==> config.mk <==
export PLATFORM = sky130hd
export DESIGN_NAME = checksummed_frame_parser_core
export DESIGN_NICKNAME = d
export VERILOG_FILES = /design/src/rtl/core/cfp_pkg.sv /design/src/rtl/core/checksummed_frame_parser_core.sv /design/src/rtl/core/cfp_cfg_regs.sv /design/src/rtl/core/cfp_frame_tracker.sv
export SDC_FILE = /design/constraint.sdc
export NUM_CORES = 1
export LEC_CHECK = 0
export ABC_CLOCK_PERIOD_IN_PS = 18280
export BUFFER_PORTS_ARGS = -buffer_cell sky130_fd_sc_hd__buf_2
export CAP_MARGIN = 40
export CORE_ASPECT_RATIO = 1.5
export CORE_MARGIN = 5
export CORE_UTILIZATION = 54
export CTS_CLUSTER_DIAMETER = 200
export DETAILED_ROUTE_END_ITERATION = 8
export PLACE_DENSITY_LB_ADDON = 0.08
export SLEW_MARGIN = 15
export SYNTH_ARGS = -nofsm -noshare
export SYNTH_HDL_FRONTEND = slang
export SYNTH_SLANG_ARGS = --single-unit
==> constraint.sdc <==
create_clock -name clk -period 18.28 [get_ports clk]
set_clock_uncertainty 0.1 [all_clocks]
set_input_delay 0.914 -clock clk [delete_from_list [all_inputs] [get_ports clk]]
set_output_delay 0.914 -clock clk [all_outputs]
set_load 0.05 [all_outputs]
==> src/rtl/core/cfp_pkg.sv <==
// cfp_pkg: shared types, codes and constants of the checksummed frame parser
// used by cfp_cfg_regs, cfp_frame_tracker and checksummed_frame_parser_core
// no dependencies
package cfp_pkg;

  // accepted frame lengths
  localparam logic [7:0] INFO_LEN = 8'd13;
  localparam logic [7:0] ACK_LEN  = 8'd7;

  // configuration register indexes
  localparam int CFG_IDX_W = 3;
  typedef enum logic [CFG_IDX_W-1:0] {
    REG_NODE_ADDR_HIGH = 3'd0,
    REG_NODE_ADDR_LOW  = 3'd1,
    REG_NODE_CHANNEL   = 3'd2,
    REG_TYPE_CONTROL   = 3'd3,
    REG_TYPE_REPORT    = 3'd4,
    REG_TYPE_NEXT_ACK  = 3'd5,
    REG_TYPE_PREV_ACK  = 3'd6
  } cfg_reg_t;

  localparam int CFG_DATA_W = 8;

  // register reset values
  localparam logic [7:0] RST_NODE_ADDR_HIGH = 8'd0;
  localparam logic [7:0] RST_NODE_ADDR_LOW  = 8'd0;
  localparam logic [7:0] RST_NODE_CHANNEL   = 8'd0;
  localparam logic [7:0] RST_TYPE_CONTROL   = 8'd0;
  localparam logic [7:0] RST_TYPE_REPORT    = 8'd1;
  localparam logic [7:0] RST_TYPE_NEXT_ACK  = 8'd2;
  localparam logic [7:0] RST_TYPE_PREV_ACK  = 8'd3;

  typedef struct packed {
    logic [7:0] node_addr_high;
    logic [7:0] node_addr_low;
    logic [7:0] node_channel;
    logic [7:0] type_control;
    logic [7:0] type_report;
    logic [7:0] type_next_ack;
    logic [7:0] type_prev_ack;
  } cfg_t;

  typedef enum logic [1:0] {
    ST_OK       = 2'd0,
    ST_LEN_ERR  = 2'd1,
    ST_SUM_ERR  = 2'd2,
    ST_ADDR_ERR = 2'd3
  } status_t;

  // result item, first field in the highest bits
  typedef struct packed {
    logic [15:0] frame_checksum;
    logic [31:0] valve_state;
    logic [7:0]  aux_byte;
    logic [7:0]  routing;
    logic [7:0]  frame_length;
    logic [7:0]  frame_type;
    status_t     status;
  } result_t;

  localparam int RESULT_W   = $bits(result_t);
  localparam int OUT_DATA_W = ((RESULT_W + 7) / 8) * 8;

endpackage

==> src/rtl/core/checksummed_frame_parser_core.sv <==
// checksummed_frame_parser_core: top level of the byte-serial frame parser
// depends on cfp_pkg, cfp_cfg_regs and cfp_frame_tracker
//
//  channel  | direction | handshake             | payload
//  ---------+-----------+-----------------------+------------------------------------
//  in_      | slave     | in_tvalid / in_tready | in_tdata: rx_byte, in_tuser: start
//  out_     | master    | out_tvalid/out_tready | out_tdata: one verdict per frame
//  cfg_     | write     | cfg_we                | cfg_index, cfg_wdata
//
// one item per cycle while the output is not stalled: an item is held in the
// input register, then the frame tracker updates its state and, on the last
// byte or a bad length byte, loads the output register, which offers the verdict
// synchronous active-low reset closes any open frame and restores the registers
// a stalled output holds its verdict; the input register keeps taking items as
// long as the output register is free or being drained the same cycle
module checksummed_frame_parser_core (
  input  logic                            clk,
  input  logic                            rst_n,
  // input items
  input  logic                            in_tvalid,
  output logic                            in_tready,
  input  logic [7:0]                      in_tdata,   // [7:0] rx_byte
  input  logic [0:0]                      in_tuser,   // [0] frame_start
  // result items
  output logic                            out_tvalid,
  input  logic                            out_tready,
  // [1:0] status, [9:2] frame_type, [17:10] frame_length, [25:18] routing,
  // [33:26] aux_byte, [65:34] valve_state, [81:66] frame_checksum, rest zero
  output logic [cfp_pkg::OUT_DATA_W-1:0]  out_tdata,
  // configuration writes
  input  logic                            cfg_we,
  input  logic [cfp_pkg::CFG_IDX_W-1:0]   cfg_index,
  input  logic [cfp_pkg::CFG_DATA_W-1:0]  cfg_wdata
);
  import cfp_pkg::*;

  cfg_t    cfg;
  result_t res;
  logic    res_valid;

  // input register
  logic       in_valid_r;
  logic [7:0] in_byte_r;
  logic       in_start_r;

  // output register
  logic       out_valid_r;
  result_t    out_data_r;

  logic advance;

  // the held item moves on whenever the output register can take a verdict
  assign advance   = in_valid_r && (!out_valid_r || out_tready);
  assign in_tready = !in_valid_r || advance;

  cfp_cfg_regs u_cfg (
    .clk       (clk),
    .rst_n     (rst_n),
    .cfg_we    (cfg_we),
    .cfg_index (cfg_index),
    .cfg_wdata (cfg_wdata),
    .cfg       (cfg)
  );

  cfp_frame_tracker u_tracker (
    .clk         (clk),
    .rst_n       (rst_n),
    .step        (advance),
    .rx_byte     (in_byte_r),
    .frame_start (in_start_r),
    .cfg         (cfg),
    .res_valid   (res_valid),
    .res         (res)
  );

  always_ff @(posedge clk) begin
    if (!rst_n) begin
      in_valid_r  <= 1'b0;
      out_valid_r <= 1'b0;
    end else begin
      if (in_tready) in_valid_r <= in_tvalid;
      // drain first, a fresh verdict overrides
      if (out_tready) out_valid_r <= 1'b0;
      if (advance && res_valid) out_valid_r <= 1'b1;
    end
  end

  // payload registers
  always_ff @(posedge clk) begin
    if (in_tready && in_tvalid) begin
      in_byte_r  <= in_tdata;
      in_start_r <= in_tuser[0];
    end
    if (advance && res_valid) out_data_r <= res;
  end

  assign out_tvalid = out_valid_r;
  assign out_tdata  = {{(OUT_DATA_W - RESULT_W){1'b0}}, out_data_r};

endmodule

==> src/rtl/core/cfp_cfg_regs.sv <==
// cfp_cfg_regs: node address and type code registers behind the write port
// depends on cfp_pkg
module cfp_cfg_regs (
  input  logic                            clk,
  input  logic                            rst_n,
  input  logic                            cfg_we,
  input  logic [cfp_pkg::CFG_IDX_W-1:0]   cfg_index,
  input  logic [cfp_pkg::CFG_DATA_W-1:0]  cfg_wdata,
  output cfp_pkg::cfg_t                   cfg
);
  import cfp_pkg::*;

  cfg_t cfg_r;

  always_ff @(posedge clk) begin
    if (!rst_n) begin
      cfg_r.node_addr_high <= RST_NODE_ADDR_HIGH;
      cfg_r.node_addr_low  <= RST_NODE_ADDR_LOW;
      cfg_r.node_channel   <= RST_NODE_CHANNEL;
      cfg_r.type_control   <= RST_TYPE_CONTROL;
      cfg_r.type_report    <= RST_TYPE_REPORT;
      cfg_r.type_next_ack  <= RST_TYPE_NEXT_ACK;
      cfg_r.type_prev_ack  <= RST_TYPE_PREV_ACK;
    end else if (cfg_we) begin
      case (cfg_reg_t'(cfg_index))
        REG_NODE_ADDR_HIGH: cfg_r.node_addr_high <= cfg_wdata;
        REG_NODE_ADDR_LOW:  cfg_r.node_addr_low  <= cfg_wdata;
        REG_NODE_CHANNEL:   cfg_r.node_channel   <= cfg_wdata;
        REG_TYPE_CONTROL:   cfg_r.type_control   <= cfg_wdata;
        REG_TYPE_REPORT:    cfg_r.type_report    <= cfg_wdata;
        REG_TYPE_NEXT_ACK:  cfg_r.type_next_ack  <= cfg_wdata;
        REG_TYPE_PREV_ACK:  cfg_r.type_prev_ack  <= cfg_wdata;
        default: ;
      endcase
    end
  end

  assign cfg = cfg_r;

endmodule

==> src/rtl/core/cfp_frame_tracker.sv <==
// cfp_frame_tracker: per-frame state, running sum, field capture and verdict
// depends on cfp_pkg
module cfp_frame_tracker (
  input  logic             clk,
  input  logic             rst_n,
  input  logic             step,
  input  logic [7:0]       rx_byte,
  input  logic             frame_start,
  input  cfp_pkg::cfg_t    cfg,
  output logic             res_valid,
  output cfp_pkg::result_t res
);
  import cfp_pkg::*;

  logic        active_r, active_nxt;
  logic [3:0]  byte_index_r, byte_index_nxt;
  logic [7:0]  length_r, length_nxt;
  logic [15:0] sum_r, sum_nxt;
  logic [7:0]  type_r, type_nxt;
  logic        mismatch_r, mismatch_nxt;
  logic [7:0]  routing_r, routing_nxt;
  logic [7:0]  aux_r, aux_nxt;
  logic [31:0] valve_r, valve_nxt;
  logic [15:0] trailer_r, trailer_nxt;
  logic [15:0] tail_r, tail_nxt;

  logic [8:0] idx9;
  logic [8:0] len9;
  logic       len_ok;
  logic       is_info;
  logic       is_ack;

  assign idx9   = {5'd0, byte_index_r};
  assign len9   = {1'b0, length_r};
  assign len_ok = (rx_byte == INFO_LEN) || (rx_byte == ACK_LEN);

  always_comb begin
    active_nxt     = active_r;
    byte_index_nxt = byte_index_r;
    length_nxt     = length_r;
    sum_nxt        = sum_r;
    type_nxt       = type_r;
    mismatch_nxt   = mismatch_r;
    routing_nxt    = routing_r;
    aux_nxt        = aux_r;
    valve_nxt      = valve_r;
    trailer_nxt    = trailer_r;
    tail_nxt       = tail_r;
    res_valid      = 1'b0;
    res            = '0;
    is_info        = 1'b0;
    is_ack         = 1'b0;

    if (step && frame_start) begin
      length_nxt     = rx_byte;
      byte_index_nxt = 4'd1;
      sum_nxt        = '0;
      type_nxt       = '0;
      mismatch_nxt   = 1'b0;
      routing_nxt    = '0;
      aux_nxt        = '0;
      valve_nxt      = '0;
      trailer_nxt    = '0;
      tail_nxt       = '0;
      active_nxt     = len_ok;
      if (!len_ok) begin
        res_valid        = 1'b1;
        res.status       = ST_LEN_ERR;
        res.frame_length = rx_byte;
      end
    end else if (step && active_r) begin
      // body bytes feed the sum, the last two form the trailer
      if ((idx9 + 9'd2) < len9) sum_nxt = sum_r + {8'd0, rx_byte};
      if (byte_index_r == 4'd1) type_nxt = rx_byte;
      if (byte_index_r == 4'd2 && rx_byte != cfg.node_addr_high) mismatch_nxt = 1'b1;
      if (byte_index_r == 4'd3 && rx_byte != cfg.node_addr_low)  mismatch_nxt = 1'b1;
      if (byte_index_r == 4'd4 && rx_byte != cfg.node_channel)   mismatch_nxt = 1'b1;
      if (byte_index_r == 4'd5) routing_nxt = rx_byte;
      if (byte_index_r == 4'd6) aux_nxt = rx_byte;
      if (byte_index_r >= 4'd7 && byte_index_r <= 4'd10) valve_nxt = {valve_r[23:0], rx_byte};
      if (byte_index_r == 4'd11 || byte_index_r == 4'd12) trailer_nxt = {trailer_r[7:0], rx_byte};
      if ((idx9 + 9'd2) >= len9) tail_nxt = {tail_r[7:0], rx_byte};

      if ((idx9 + 9'd1) < len9) begin
        byte_index_nxt = byte_index_r + 4'd1;
      end else begin
        // last byte: deliver the verdict
        active_nxt       = 1'b0;
        byte_index_nxt   = 4'd0;
        res_valid        = 1'b1;
        res.frame_length = length_r;
        is_info = (type_nxt == cfg.type_control) || (type_nxt == cfg.type_report);
        is_ack  = (type_nxt == cfg.type_next_ack) || (type_nxt == cfg.type_prev_ack);
        if (sum_nxt != tail_nxt) begin
          res.status = ST_SUM_ERR;
        end else if (mismatch_nxt) begin
          res.status = ST_ADDR_ERR;
        end else begin
          res.status     = ST_OK;
          res.frame_type = type_nxt;
          if (is_info) begin
            res.routing        = routing_nxt;
            res.aux_byte       = aux_nxt;
            res.valve_state    = valve_nxt;
            res.frame_checksum = trailer_nxt;
          end else if (is_ack) begin
            res.frame_checksum = {routing_nxt, aux_nxt};
          end
        end
      end
    end
  end

  always_ff @(posedge clk) begin
    if (!rst_n) begin
      active_r     <= 1'b0;
      byte_index_r <= 4'd0;
      length_r     <= 8'd0;
    end else begin
      active_r     <= active_nxt;
      byte_index_r <= byte_index_nxt;
      length_r     <= length_nxt;
    end
  end

  // payload state, always rewritten at frame start before use
  always_ff @(posedge clk) begin
    sum_r      <= sum_nxt;
    type_r     <= type_nxt;
    mismatch_r <= mismatch_nxt;
    routing_r  <= routing_nxt;
    aux_r      <= aux_nxt;
    valve_r    <= valve_nxt;
    trailer_r  <= trailer_nxt;
    tail_r     <= tail_nxt;
  end

  a_active_len : assert property (@(posedge clk) disable iff (!rst_n)
    active_r |-> (length_r == INFO_LEN || length_r == ACK_LEN))
    else $error("open frame with unsupported length");

  a_index_range : assert property (@(posedge clk) disable iff (!rst_n)
    active_r |-> (byte_index_r != 4'd0 && {4'd0, byte_index_r} < length_r))
    else $error("byte index outside open frame");

  a_bad_len_closes : assert property (@(posedge clk) disable iff (!rst_n)
    (step && frame_start && !len_ok) |=> !active_r)
    else $error("frame stayed open after length error");

  a_len_err_on_start : assert property (@(posedge clk) disable iff (!rst_n)
    (res_valid && res.status == ST_LEN_ERR) |-> (step && frame_start))
    else $error("length error not tied to a length byte");

  a_verdict_closes : assert property (@(posedge clk) disable iff (!rst_n)
    (res_valid && !frame_start) |=> (!active_r && byte_index_r == 4'd0))
    else $error("frame still open after its verdict");

endmodule

==> Yosys cells after proc, flatten, opt, wreduce, memory -nomap -nowiden <==
Index checks and enable logic that the tools add are counted.
{ "op_classes": {"multipliers": 0, "eq_ne": 25, "muxes": 42, "div": 0, "reduce_logical": 31, "bitwise": 3, "shift": 0, "magnitude_cmp": 5, "add_sub_neg": 4} }
{ "ops": {"columns": ["operator", "n"], "rows": [
  ["$mux W16", 9],
  ["$mux W8", 9],
  ["$mux W18", 2],
  ["$eq A8 B8 Y1", 4],
  ["$mux W32", 1],
  ["$ne A8 B8 Y1", 3],
  ["$lt A9 B8 Y1", 2],
  ["$mux W1", 17],
  ["$add A16 B8 Y16", 1],
  ["$ne A16 B16 Y1", 1],
  ["$reduce_and A2 Y1", 8],
  ["$eq A4 B3 Y1 const B", 3],
  ["$eq A3 B3 Y1 const B", 3],
  ["$ge A9 B8 Y1", 1],
  ["$logic_and A1 B1 Y1", 9],
  ["$eq A4 B2 Y1 const B", 2],
  ["$eq A4 B4 Y1 const B", 2],
  ["$eq A8 B3 Y1 const B", 1],
  ["$eq A8 B4 Y1 const B", 1],
  ["$eq A3 B2 Y1 const B", 2],
  ["$logic_or A1 B1 Y1", 6],
  ["$mux W2", 3],
  ["$reduce_or A6 Y1", 1],
  ["$add A4 B1 Y5 const B", 1],
  ["14 further kinds", 18]
]} }
{ "totals": {"register_bits": 267, "latchBits": 0, "inputBits": 25, "word_cells": 140, "output_inout_bits": 90, "mem_count": 0, "mem_bits_rw": 0, "rom_bits": 0} }

==> Longest topological paths before layout <==
{ "logic_depth": {"word_depth": 12, "depth_mapped": 15, "ltp_nobuf": 12} }

==> Modules after synthesis <==
A second synthesis with hierarchy kept.
{ "unflattened": {"cells_unflattened": 1411, "area_unflattened_um2": 13434.1} }
{ "modules_own_cells": {"columns": ["module", "seq_area_each_um2", "instances", "area_each_um2", "cells_each"], "rows": [
  ["cfp_frame_tracker", 2362.3, 1, 8456.9, 1101],
  ["checksummed_frame_parser_core", 2772.7, 1, 2894.0, 111],
  ["cfp_cfg_regs", 1121.1, 1, 2083.2, 199]
]} }

==> Least setup slack after synthesis <==
No wires, ideal clock.
{ "synth_timing": {"path_kind": "reg-to-reg", "start": "register u_tracker.byte_index_r[0]", "end": "register out_data_r, in the netlist out_tdata[0], enable pin", "stages_incl_launch_ff": 11, "n_path_buf": 0, "arrival_time_ps": 5708, "slack_ps": 11947, "period_less_slack_ps": 6333, "path_cell_list": "dfxtp_1 -> inv_1 -> ha_1 -> ha_1 -> nor2b_1 -> o21a_1 -> o21a_1 -> o21ai_1 -> a2111oi_0 -> a21oi_1 -> nor2_1"} }
{ "synth_between": {"elab_chain_cells": 6} }
{ "synth_rtl": {"columns": ["element", "line", "rtl"], "rows": [
  ["start: declaration", "cfp_frame_tracker.sv:16", "logic [3:0] byte_index_r, byte_index_nxt;"],
  ["start signal: assignment", "cfp_frame_tracker.sv:121", "byte_index_r <= byte_index_nxt;"],
  ["$add A4 B1 Y5", "cfp_frame_tracker.sv:84", "if ((idx9 + 9'd1) < len9) begin"],
  ["$lt A9 B8 Y1", "cfp_frame_tracker.sv:84", null],
  ["$mux W1", "cfp_frame_tracker.sv:84", null],
  ["$mux W1", "cfp_frame_tracker.sv:71", "end else if (step && active_r) begin"],
  ["$mux W1", "cfp_frame_tracker.sv:54", "if (step && frame_start) begin"],
  ["$logic_and A1 B1 Y1", "checksummed_frame_parser_core.sv:94", "if (advance && res_valid) out_data_r <= res;"],
  ["end signal: assignment", "checksummed_frame_parser_core.sv:94", null],
  ["end: declaration", "checksummed_frame_parser_core.sv:48", "result_t out_data_r;"]
]} }
Every way passes these cells.
A chain may end at the register's enable or synchronous reset.

==> Worst setup path after layout <==
{ "layout_timing": {"start": "register in_byte_r[1]", "end": "register out_data_r, in the netlist out_tdata[1] (data pin)"} }
{ "layout_between": {"elab_chain_cells": 12} }
{ "layout_rtl": {"columns": ["element", "line", "rtl"], "rows": [
  ["start: declaration", "checksummed_frame_parser_core.sv:43", "logic [7:0] in_byte_r;"],
  ["start signal: assignment", "checksummed_frame_parser_core.sv:91", "in_byte_r <= in_tdata;"],
  ["branches (longest 8 deep; another with $add A16 B8 Y16)", null, null],
  ["$mux W2 *", "cfp_frame_tracker.sv:94", "if (sum_nxt != tail_nxt) begin"],
  ["$mux W18 *", "cfp_frame_tracker.sv:84", null],
  ["$mux W18 *", "cfp_frame_tracker.sv:71", null],
  ["$mux W2 *", "cfp_frame_tracker.sv:54", null]
]} }
Mark *: on every way between the ends. The select of a mux whose other input is x is not followed.

==> impl_results.md <==
- Status: finished clean
- Ys Warns: 0
- Seq cells post-synth: 267
- Top_reg_cell synth: dfxtp_1
- Post-cts gate resize count: 0
- Syn Inst Count: 1388
- Detail Route Antenna Nets: 0
- Clock Pin Slew Worst Setup and Hold Paths: 70 ps
- Reg area: 6260 um2
- EDFF count, synth: 91
- Clock power share: 42.1%
- Layout cells sized above 1: 14.7%
- Multi-input logic area: 6100 um2
- Grt ovf: 0
- Syn Area/Cell: 9.21 um2
- Leakage: 5.31 nW
- Sequential cell fraction of total power: 50.2%
- CP max FO: 26
- Comb pwr share: 7.7%
- Share of Yosys cell area claimed by the top area cell type: 27.6%
- Hold Path Class: flip-flop to flip-flop
- Clock tree buffer depth: 3
- H-tree level count: 1
- VDD IR max: 0.0739 mV
- HPWL after detailed placement: 21200 um
- Diode count: 0
- Final WL: 31200 um
- Commonest non-fill, non-tap cells in the layout: 378 x nand2_1, 176 x dfxtp_1, 123 x a21oi_1
- Worst path required time: 18460 ps
- Worst-path cell chain: inv_1 -> fa_1 -> nand2b_1 -> a211oi_2 -> a31oi_1 -> nor3_2 -> xnor3_1 -> a311o_1 -> nor4_4 -> nand3b_4 -> o31a_1
- Period minus WS final: 4540 ps
- Final hold violations: 0
- DR WL/cell: 17.2 um
- Num CTS Buffers: 25
- CTS Sinks: 267
- Worst slew margin: 40.0%
- Setup violators final: 0
- Initial Utilization: 54.4%
- Pint: 0.952 mW
- Total GRT Usage: 22.9%
- Hold-fix buffers, CTS: 0
- Vias/cell: 5.50
- Psw: 0.292 mW
- Max-cap viol count: 0
- Post-layout net count: 1519
- Rows: 69
- Io pins: 115
- Switching Fraction: 23.5%
- Critical path launch point type: flip-flop
- Pre-antenna DRT Iters: 5
- Clk_lat worst skew: 530 ps
- Width of the die: 136 um
- Root Driver: clkbuf_16
- Core Area: 23500 um2
- Routed via count: 9951
- PD cells: 86.0 nW/um2
- Layout area overhead: 13.3%
- Worst EP arrival: 4730 ps
- Max Fclk: 220 MHz
- Synth area leaders: dfxtp_1 28%, edfxtp_1 21%, nand2_1 11%, mux2i_1 4.9%, a21oi_1 4.8%
- Area leader, netlist: dfxtp_1
- CP endpoint kind: flip-flop
- Synth Cell Area: 12800 um2
- 1st-iter DRT viols: 590
- Crit-path max cell delay: 790 ps
- Largest net degree at the start of global routing: 75
- Die area: 26900 um2
- Setup TNS: 0 ps
- Critical path class: flip-flop to flip-flop
- Distinct cells, synth: 64
- Tightest Pin Transition: 893 ps
- Register area share after synthesis: 49.0%
- CTS tree: done
- RSZ-0062 raised after global routing: false
- Critical path's slowest cell: edfxtp_1
- DRC Markers: 0
- Initial antenna violation count: 0
- Post-CTS setup buffers: 0
- Total Power: 1.24 mW
- Async S/R FF share, synth: 0%
- Final hold slack: 352 ps
- Slew Viols, Final: 0
- Die H: 198 um
- Vias in the first global route: 9588
- Routability cong.: 0.878
- Fin crit share: 24.9%
- PortBufs: 108
- Wire length of the first global-routing pass: 50000 um
- Commonest non-fill, non-tap cell in the layout: nand2_1
- FILL cells: 2084
[metal layers]
layer  wire length (um)  GRT usage, %
met5                  0             0
met4                936          7.40
met3               1240          2.30
met2              15900          41.2
met1              13100          28.9
[flip-flops by register name, indices dropped and copies added, names as in the netlist, 16 cells and up]
signal / flops
u_tracker.sum_r: 16
u_tracker.tail_r: 16
u_tracker.valve_r: 32
out_tdata: 82
u_cfg.cfg: 56
u_tracker.trailer_r: 16
[per-stage QoR]
step                cells  util (%)  worst slack [ps]  instance area [um2]
CTS                  1807      61.6             13680                14500
floorplan            1393         -             11950                12800
detailed placement   1761      58.1             13680                13600
finish               1808      61.7             13740                14500
global route         1808      61.7             13340                14500
global placement     1752      57.5             13810                13500
[worst max-delay path, delay by kind of cell, from the launching register on]
family                     cells  cell delay, ps
and+or+nand+nor                4            1040
adders and majority gates      1             520
AOI/OAI and AO/OA              4            1200
buffers and inverters          1             320
xor gates and xnor gates       1             320
DFF                            1             790
[Yosys cell counts (all sizes together), types with 9 or more instances]
cell and count:
nor3 10, nor2 63, buf 26, xnor2 46, o22a 16, a21oi 134
edfxtp 91, clkbuf 62, inv 16, o21a 11, a21boi 57, nand2 378
o21ai 20, ha 23, xor2 44, nand4 14, and3 9, a211oi 13
nor2b 9, and2 10, nor4 28, dfxtp 176, mux2i 65, nand3 19
[logic make-up (layout without fill, tap and decap cells)]
family / after synthesis / after routing / synth area share [%]
flops: 267 / 267 / 49.0
other cells: 1 / 6 / 0.0293
mux: 66 / 66 / 5.27
simple gates: 562 / 562 / 19.6
compound gates: 272 / 272 / 13.6
fa+ha+maj: 24 / 24 / 2.41
xor+xnor: 92 / 92 / 6.52
buf+inv: 104 / 200 / 3.63
[power by group through the flow]
stage / Sequential (mW) / Clock, mW / Combinational [mW]
2_1_floorplan: 0.643 / 0 / 0.0635
3_3_place_gp: 0.638 / 0 / 0.0940
3_5_place_dp: 0.638 / 0 / 0.0956
4_1_cts: 0.625 / 0.535 / 0.0957
5_1_grt: 0.625 / 0.556 / 0.104
6_report: 0.624 / 0.524 / 0.0962
[worst paths after layout]
path	depth (start not counted)	slack (ps)	startpoint	to
worst max-delay path	11	13740	in_byte_r[1]$_DFFE_PP_	out_tdata[1]$_SDFFCE_PP0P_
worst min-delay path	2	350	u_tracker.aux_r[5]$_SDFFE_PP0P_	u_tracker.aux_r[5]$_SDFFE_PP0P_
worst max register to register	11	13740	in_byte_r[1]$_DFFE_PP_	out_tdata[1]$_SDFFCE_PP0P_
worst min register to register	2	350	u_tracker.aux_r[5]$_SDFFE_PP0P_	u_tracker.aux_r[5]$_SDFFE_PP0P_
[layout make-up]
type	count	share of cell area [%]
flip-flops and latches	267	43.2
multi-input cells	1022	42.1
repair buffers	138	5.81
clock buffers	30	4.59
well taps	319	2.76
clock inverters	16	1.07
inverters	16	0.415
(Power assumes the default switching activity.)
